## config.mk

```make
export PLATFORM = sky130hd
export DESIGN_NAME = rgba_alpha_blend_over
export DESIGN_NICKNAME = d
export VERILOG_FILES = /design/src/design/rgbablend_pkg.sv /design/src/design/rgba_alpha_blend_over.sv
export SDC_FILE = /design/constraint.sdc
export NUM_CORES = 2
export LEC_CHECK = 0
export ABC_AREA = 1
export BUFFER_PORTS_ARGS = -buffer_cell sky130_fd_sc_hd__buf_2
export CAP_MARGIN = 20
export CELL_PAD_IN_SITES_DETAIL_PLACEMENT = 0
export CELL_PAD_IN_SITES_GLOBAL_PLACEMENT = 1
export CORE_MARGIN = 2
export CORE_UTILIZATION = 50
export DETAILED_ROUTE_END_ITERATION = 10
export PLACE_DENSITY = 0.88
export SYNTH_ARGS = -nofsm -noshare
export SYNTH_HDL_FRONTEND = slang
export SYNTH_SLANG_ARGS = --single-unit
```

## constraint.sdc

```tcl
create_clock -name clk -period 17.2 [get_ports clk]
set_clock_uncertainty 0.15 [all_clocks]
set_input_delay 2.58 -clock clk [delete_from_list [all_inputs] [get_ports clk]]
set_output_delay 2.58 -clock clk [all_outputs]
set_load 0.01 [all_outputs]
```

## src/design/rgbablend_pkg.sv

```systemverilog
// Shared types and constants for the RGBA source-over blend pipeline.
// No dependencies; used by rgba_alpha_blend_over.
`default_nettype none

package rgbablend_pkg;

    // Channel count carried through the divider (B, G, R)
    localparam int NUM_COLORS = 3;

    // Pipeline: two multiply stages, one sum stage, then one stage per quotient bit
    localparam int QUO_BITS   = 8;
    localparam int NUM_STAGES = 3 + QUO_BITS;

    // floor(n / 255) == (n * 32897) >> 23 for every n up to 255*255
    localparam logic [15:0] ALPHA_RECIP = 16'd32897;
    localparam int          ALPHA_SHIFT = 23;

    // One divider stage word: weight sum, finished alpha, running remainders and quotients
    typedef struct packed {
        logic [16:0]                       n;
        logic [7:0]                        alpha;
        logic [NUM_COLORS-1:0][23:0]       rem;
        logic [NUM_COLORS-1:0][QUO_BITS-1:0] quo;
    } quot_stage_t;

endpackage

`default_nettype wire

```

## src/design/rgba_alpha_blend_over.sv

```systemverilog
// Straight-alpha source-over compositing of two packed RGBA words, pipelined.
// Depends on rgbablend_pkg (stage word type, reciprocal constant).
// Pipeline: eleven register stages from the accepting input edge to output valid.
// Throughput: one pixel per clock while the output is not stalled; the restoring divider is unrolled one bit per stage.
// Backpressure collapses bubbles: each stage loads when it is empty or its successor moves.
// Reset (rst_n low, asynchronous) clears every stage valid bit; payload is not reset.
// Both alphas zero gives an all-zero output word.
`default_nettype none

module rgba_alpha_blend_over
(
    input  wire logic        clk,
    input  wire logic        rst_n,

    input  wire logic        s_axis_tvalid,
    output logic             s_axis_tready,
    input  wire logic [63:0] s_axis_tdata,   // [31:0] bottom_pixel, [63:32] top_pixel

    output logic             m_axis_tvalid,
    input  wire logic        m_axis_tready,
    output logic [31:0]      m_axis_tdata    // [31:0] blended_pixel
);

    localparam int NS = rgbablend_pkg::NUM_STAGES;
    localparam int NC = rgbablend_pkg::NUM_COLORS;
    localparam int QB = rgbablend_pkg::QUO_BITS;

    // Stage map: 0 = weights, 1 = products, 2 = numerators/alpha, 3..10 = quotient bits
    logic [NS-1:0] vld_reg;
    logic [NS-1:0] vld_next;
    logic [NS-1:0] adv;

    // Stage 0 payload
    logic [15:0]          wt_reg, wt_next;
    logic [15:0]          wb_reg, wb_next;
    logic [NC-1:0][7:0]   ct_reg, ct_next;
    logic [NC-1:0][7:0]   cb_reg, cb_next;

    // Stage 1 payload
    logic [16:0]          n_reg, n_next;
    logic [NC-1:0][23:0]  pt_reg, pt_next;
    logic [NC-1:0][23:0]  pb_reg, pb_next;

    // Stages 2..10: divider words
    rgbablend_pkg::quot_stage_t dv_reg  [0:QB];
    rgbablend_pkg::quot_stage_t dv_next [0:QB];

    logic [7:0]  at;
    logic [7:0]  ab;
    logic [32:0] alpha_prod;

    // ---------------------------------------------------------------
    // Handshake: ready ripples back from the output, bubbles are absorbed
    // ---------------------------------------------------------------
    always_comb
    begin
        adv[NS-1] = !vld_reg[NS-1] || m_axis_tready;
        for (int k = NS-2; k >= 0; k--)
        begin
            adv[k] = !vld_reg[k] || adv[k+1];
        end
    end

    assign s_axis_tready = adv[0];

    always_comb
    begin
        vld_next = vld_reg;
        if (adv[0])
        begin
            vld_next[0] = s_axis_tvalid;
        end
        for (int k = 1; k < NS; k++)
        begin
            if (adv[k])
            begin
                vld_next[k] = vld_reg[k-1];
            end
        end
    end

    always_ff @(posedge clk or negedge rst_n)
    begin
        if (!rst_n)
        begin
            vld_reg <= '0;
        end
        else
        begin
            vld_reg <= vld_next;
        end
    end

    // ---------------------------------------------------------------
    // Stage 0: alpha weights wt = aT*255, wb = aB*(255-aT)
    // ---------------------------------------------------------------
    assign at = s_axis_tdata[39:32];
    assign ab = s_axis_tdata[7:0];

    always_comb
    begin
        wt_next = {at, 8'd0} - {8'd0, at};
        wb_next = {8'd0, ab} * {8'd0, 8'd255 - at};
        for (int c = 0; c < NC; c++)
        begin
            // channel c sits at bit 8*(c+1): B, G, R
            cb_next[c] = s_axis_tdata[8*(c+1) +: 8];
            ct_next[c] = s_axis_tdata[32 + 8*(c+1) +: 8];
        end
    end

    always_ff @(posedge clk)
    begin
        if (adv[0])
        begin
            wt_reg <= wt_next;
            wb_reg <= wb_next;
            ct_reg <= ct_next;
            cb_reg <= cb_next;
        end
    end

    // ---------------------------------------------------------------
    // Stage 1: weight sum and per-channel weighted products
    // ---------------------------------------------------------------
    always_comb
    begin
        n_next = {1'b0, wt_reg} + {1'b0, wb_reg};
        for (int c = 0; c < NC; c++)
        begin
            pt_next[c] = {16'd0, ct_reg[c]} * {8'd0, wt_reg};
            pb_next[c] = {16'd0, cb_reg[c]} * {8'd0, wb_reg};
        end
    end

    always_ff @(posedge clk)
    begin
        if (adv[1])
        begin
            n_reg  <= n_next;
            pt_reg <= pt_next;
            pb_reg <= pb_next;
        end
    end

    // ---------------------------------------------------------------
    // Stage 2: numerators, alpha by reciprocal multiply
    // Numerator is at most 255*n, so it fits in 24 bits.
    // ---------------------------------------------------------------
    assign alpha_prod = {16'd0, n_reg} * {17'd0, rgbablend_pkg::ALPHA_RECIP};

    always_comb
    begin
        dv_next[0].n     = n_reg;
        dv_next[0].alpha = alpha_prod[rgbablend_pkg::ALPHA_SHIFT +: 8];
        dv_next[0].quo   = '0;
        for (int c = 0; c < NC; c++)
        begin
            dv_next[0].rem[c] = pt_reg[c] + pb_reg[c];
        end
    end

    // ---------------------------------------------------------------
    // Stages 3..10: restoring divide, one quotient bit per stage, MSB first.
    // Quotient never exceeds 255, so 8 bits are enough.
    // ---------------------------------------------------------------
    for (genvar j = 0; j < QB; j++)
    begin : g_div
        localparam int BITPOS = QB - 1 - j;

        logic [23:0] shf;

        assign shf = 24'(dv_reg[j].n) << BITPOS;

        always_comb
        begin
            logic [24:0] trial;
            dv_next[j+1] = dv_reg[j];
            for (int c = 0; c < NC; c++)
            begin
                trial = {1'b0, dv_reg[j].rem[c]} - {1'b0, shf};
                if (!trial[24])
                begin
                    dv_next[j+1].rem[c]         = trial[23:0];
                    dv_next[j+1].quo[c][BITPOS] = 1'b1;
                end
            end
        end
    end

    for (genvar k = 0; k <= QB; k++)
    begin : g_dv_reg
        always_ff @(posedge clk)
        begin
            if (adv[k+2])
            begin
                dv_reg[k] <= dv_next[k];
            end
        end
    end

    // ---------------------------------------------------------------
    // Output: zero weight sum means both alphas were zero -> all zeros
    // ---------------------------------------------------------------
    assign m_axis_tvalid = vld_reg[NS-1];
    assign m_axis_tdata  = (dv_reg[QB].n == '0) ? 32'd0 :
                           {dv_reg[QB].quo[2], dv_reg[QB].quo[1],
                            dv_reg[QB].quo[0], dv_reg[QB].alpha};

    // ---------------------------------------------------------------
    // Assertions
    // ---------------------------------------------------------------
    // Reciprocal alpha must equal floor(n/255)
    a_alpha_exact: assert property (@(posedge clk) disable iff (!rst_n)
        vld_reg[2] |-> (({9'd0, dv_reg[0].alpha} * 17'd255) <= dv_reg[0].n) &&
                       (dv_reg[0].n < (({9'd0, dv_reg[0].alpha} * 17'd255) + 17'd255)))
        else $error("alpha reciprocal mismatch");

    // Divider finishes with every remainder below the divisor
    a_rem_below_n: assert property (@(posedge clk) disable iff (!rst_n)
        (vld_reg[NS-1] && (dv_reg[QB].n != '0)) |->
            (dv_reg[QB].rem[0] < 24'(dv_reg[QB].n)) &&
            (dv_reg[QB].rem[1] < 24'(dv_reg[QB].n)) &&
            (dv_reg[QB].rem[2] < 24'(dv_reg[QB].n)))
        else $error("divider remainder not reduced");

    // A blocked stage 2 (first divider word) keeps its word
    a_stall_hold: assert property (@(posedge clk) disable iff (!rst_n)
        (vld_reg[2] && !adv[3]) |=> (vld_reg[2] && $stable(dv_reg[0])))
        else $error("stalled stage lost its word");

    // Input is refused only when every stage is occupied
    a_full_when_blocked: assert property (@(posedge clk) disable iff (!rst_n)
        !s_axis_tready |-> (&vld_reg))
        else $error("input blocked with a bubble in the pipeline");

endmodule

`default_nettype wire
```

==> Yosys cells after proc, flatten, opt, wreduce, memory -nomap -nowiden <==
Memories as Yosys holds them, arrays and structs flattened.
Index checks and enable logic that the tools add are counted.
{ "classes": {"shift": 0, "n_addsub": 30, "n_reduce_logical": 23, "n_mux": 67, "n_eq_ne": 0, "bitwise": 0, "n_mul": 8, "div_mod_pow": 0, "magnitude_cmp": 0} }
{ "ops": {"columns": ["cell", "n"], "rows": [
  ["$mux 24", 24],
  ["$mul 8x16->24", 6],
  ["$sub 24x17->25", 3],
  ["$sub 24x18->25", 3],
  ["$sub 24x19->25", 3],
  ["$sub 24x20->25", 3],
  ["$sub 24x21->25", 3],
  ["$sub 24x22->25", 3],
  ["$sub 24x23->25", 3],
  ["$sub 24x24->25", 3],
  ["$add 24x24->24", 3],
  ["$mux 1", 42],
  ["$mux 32", 1],
  ["$mul 17x16->31 const B", 1],
  ["$add 16x16->17", 1],
  ["$logic_not 17->1", 1],
  ["$mul 8x8->16", 1],
  ["$sub 16x8->16", 1],
  ["$logic_not 1->1", 11],
  ["$logic_or 1x1->1", 11],
  ["$sub 8x8->8 const A", 1]
]} }
{ "word_totals": {"romBits": 0, "latch_bits": 0, "ff_bits": 252, "memories": 1, "in_bits": 68, "mem_bits_rw": 1089} }
{ "mem_list": {"columns": ["memory", "words", "width", "rd", "rd_ports_with_merged_regs", "write_ports", "line_no", "source"], "rows": [
  ["dv_reg", 9, 121, 9, 0, 9, "rgba_alpha_blend_over.sv:45", "rgbablend_pkg::quot_stage_t dv_reg [0:QB];"]
]} }

==> Longest topological paths before layout <==
{ "depth": {"ltp_word": 12, "depth_mapped": 23, "ltp_nobuf": 21} }

==> Worst setup path after synthesis <==
No wires, ideal clock.
{ "synth_path": {"kind": "input -> register", "startpoint": "input m_axis_tready", "endpoint": "register n_reg[0] (enable)", "cell_stages": 6, "n_path_buf": 0, "slack_ns": 1.112, "arrival_ns": 14.206, "cell_sequence": "nor2_4 nand4_1 nor2_1 nand3_1 nor2_2 nand3_1"} }
{ "synth_between": {"elab_chain_cells": 10} }
{ "synth_lines": {"columns": ["element", "line_no", "source"], "rows": [
  ["start: declaration", "rgba_alpha_blend_over.sv:20", "input wire logic m_axis_tready,"],
  ["$logic_or 1x1->1", "rgba_alpha_blend_over.sv:57", "adv[NS-1] = !vld_reg[NS-1] || m_axis_tready;"],
  ["$logic_or 1x1->1 (3 in a row)", "rgba_alpha_blend_over.sv:60", "adv[k] = !vld_reg[k] || adv[k+1];"],
  ["via adv[7]", "rgba_alpha_blend_over.sv:31", "logic [NS-1:0] adv;"],
  ["$logic_or 1x1->1 (3 in a row)", "rgba_alpha_blend_over.sv:60", null],
  ["via adv[4]", "rgba_alpha_blend_over.sv:31", null],
  ["$logic_or 1x1->1 (3 in a row)", "rgba_alpha_blend_over.sv:60", null],
  ["via adv[1]", "rgba_alpha_blend_over.sv:31", null],
  ["end signal: assignment", "rgba_alpha_blend_over.sv:140", "n_reg <= n_next;"],
  ["end: declaration", "rgba_alpha_blend_over.sv:40", "logic [16:0] n_reg, n_next;"]
]} }
The timed path passes the listed nets, and every way through them passes these cells.
A chain may end at the register's enable or synchronous reset.

==> Worst setup path after layout <==
{ "layout_path": {"startpoint": "input m_axis_tready", "endpoint": "output s_axis_tready"} }
{ "layout_between": {"elab_chain_cells": 11} }
{ "layout_lines": {"columns": ["element", "line_no", "source"], "rows": [
  ["$logic_or 1x1->1", "rgba_alpha_blend_over.sv:57", null],
  ["$logic_or 1x1->1 (3 in a row)", "rgba_alpha_blend_over.sv:60", null],
  ["via adv[7]", "rgba_alpha_blend_over.sv:31", null],
  ["$logic_or 1x1->1 (3 in a row)", "rgba_alpha_blend_over.sv:60", null],
  ["via adv[4]", "rgba_alpha_blend_over.sv:31", null],
  ["$logic_or 1x1->1 (4 in a row)", "rgba_alpha_blend_over.sv:60", null],
  ["end: declaration", "rgba_alpha_blend_over.sv:16", "output logic s_axis_tready,"]
]} }
The timed path passes the listed nets, and every way through them passes these cells.

==> results.cfg <==
[global_routing]
grt_usage_pct = 28.8
grt_overflow = 0
grt_pass1_vias = 81700
grt_pass1_wl_um = 464000
antenna_found_initial = 2
grt_max_degree = 79

[die]
dieArea_mm2 = 0.208
ioPinCount = 102
dieHeight_um = 456
core_mm2 = 0.203
start_util_pct = 50.4
die_width_um = 456
rows = 165

[yosys]
syn_area_mm2 = 0.102
yosysWarnings = 0
synth_seq_cells = 1161
synth_edf_count = 1150
synth_seq_area_share_pct = 34.1
async_flop_share_pct = 0.947
syn_nets = 14600
synth.avg_cell_area_um2 = 7.82
synth.distinct_cells = 47
synth_top_area_share_pct = 33.8
synth_area_leader_cell = edfxtp_1
netlist_instances = 13100
synth_ff_type = edfxtp_1
synth_area_leaders = edfxtp_1, nand2_1, fa_1

[finish]
multi_input_area_mm2 = 0.0562
layout_common_cells = nand2_1, inv_1, edfxtp_1
drive_above_1_share_pct = 3.91
stdcell_count = 15900
final_common_cell = nand2_1
antenna_cells = 0
nets = 14600
area_growth_pct = 7.91
nFillCells = 19000
fin_area_mm2 = 0.110
regArea_mm2 = 0.0348
largest_reg_flops = 909

[sta]
worst_slack_ns = 8.78
tightest_slew_ns = 1.05
rsz0062_at_grt = false
slew_headroom_pct = 30.0
finalHoldViolations = 0
fin_crit_sh_pct = 49.0
slew_viol_final = 0
fmax_mhz = 119
setup_violations = 0
period_minus_slack_ns = 8.42
setup_tns_ns = 0

[clocking]
cts_root_buf = clkbuf_16
insertion_delay_ns = 0.82
cts_setup_buffers = 0
cts_sinks = 1161
clock_path_buffers = 3
htreeDepth = 4
cts_hold_buffers = 0
cts_resized = 0
clk_pin_slew_worst_paths_ns = 0.06
cts_made_buffers = 134
cts_tree = yes

[critical_path]
crit_slowest_cell = nand3_4
path_max_fanout = 41
arrival_ns = 5.69
path_cells = buf_2 -> nor2_4 -> nand4_1 -> buf_4 -> nor2_1 -> nand3_4 -> nor2_2 -> nand4_1 -> buf_4 -> buf_2
path_buf_inv = 4
critical_path_required_ns = 14.47
cpLargestDelayFamily = simple AND/OR/NAND/NOR gates
crit_type = in -> out
cp-end-kind = output pin
cp-start-kind = input port
cpPeakStageDelay_ns = 0.53

[route]
drt_pass1_iterations = 9
drc = 0
drt_wl_total_um = 302000
vias = 83400
vias_per_cell = 5.24
drtAntennaViolNets = 0
wl_per_cell_um = 18.9
dr.first_iter.drc_count = 6043

[flow_run]
max_cap_violations = 0

[status]
status = finished clean

[placement]
dp.cells = 15700
place_congestion = 0.973
place_ws_ns = 8.73
dpl-instance-area_mm2 = 0.105
portBuffers = 101
post-dp-hpwl_um = 244000

[worst_hold_path]
hold_path.class = reg -> reg
[worst register-to-register path, delay by kind of cell (launching register included)]
family	cells	cell delay (ns)
compound gates	2	0.39
xor+xnor	1	0.52
fa+ha+maj	5	2.33
buf+inv	3	0.22
flops	1	0.86
simple gates	3	0.36
[metal layers]
| layer | wire length [um] | part of all wire (%) | track usage (%) |
|---|---|---|---|
| met5 | 0 | 0 | 0 |
| met4 | 16200 | 5.4 | 13.6 |
| met3 | 15300 | 5.1 | 3.16 |
| met2 | 148000 | 49 | 50.6 |
| met1 | 122000 | 40 | 35.3 |
[synth_stat cells (all sizes together) (152+ instances only)]
cell    instances
a21oi         600
clkbuf        172
edfxtp       1150
fa            565
ha            863
inv          2684
nand2        4378
nand3         608
nand3b        152
nor2          744
o21ai         349
xor2          202
[layout make-up]
class	count	share of cell area, %
repair buffers	154	0.819
multi-input cells	8994	51.0
flip-flops and latches	1161	31.6
clock inverters	91	1.29
inverters	2685	9.15
clock buffers	156	3.13
well taps	2672	3.03
[logic make-up (layout without fill, tap and decap cells)]
| family | count (synthesis) | after routing | synth area share, % |
|---|---|---|---|
| AO/OA/AOI/OAI | 1024 | 1024 | 5.40 |
| XOR/XNOR | 341 | 341 | 2.92 |
| adder cells (fa/ha/maj) | 1428 | 1428 | 21.6 |
| buffers and inverters | 2919 | 3086 | 10.9 |
| flip-flops | 1161 | 1161 | 34.1 |
| AND/OR/NAND/NOR | 6201 | 6201 | 25.0 |
[stage by stage]
step	hold WS, ns	utilization [%]
3_3_place_gp	0.251	52.0
6_report	0.222	54.4
4_1_cts	0.215	54.4
2_1_floorplan	0.250	-
3_5_place_dp	0.255	52.0
5_1_grt	0.225	54.4
[worst paths after layout]
check | start | end | slack (ns) | cells after the start
setup / recovery | m_axis_tready | s_axis_tready | 8.78 | 10
hold / removal | dv_reg[0][96] | dv_reg[0][217] | 0.22 | 0
setup reg to reg | ct_reg[12] | pt_reg[40] | 12.10 | 14
hold reg to reg | dv_reg[0][96] | dv_reg[0][217] | 0.22 | 0
max in group asynchronous | rst_n | vld_reg[0] | 15.11 | 1
min in group asynchronous | rst_n | vld_reg[2] | 1.50 | 1
Power is not shown: default switching activity piles up to over one toggle a cycle in this logic, so the estimate is an artifact.
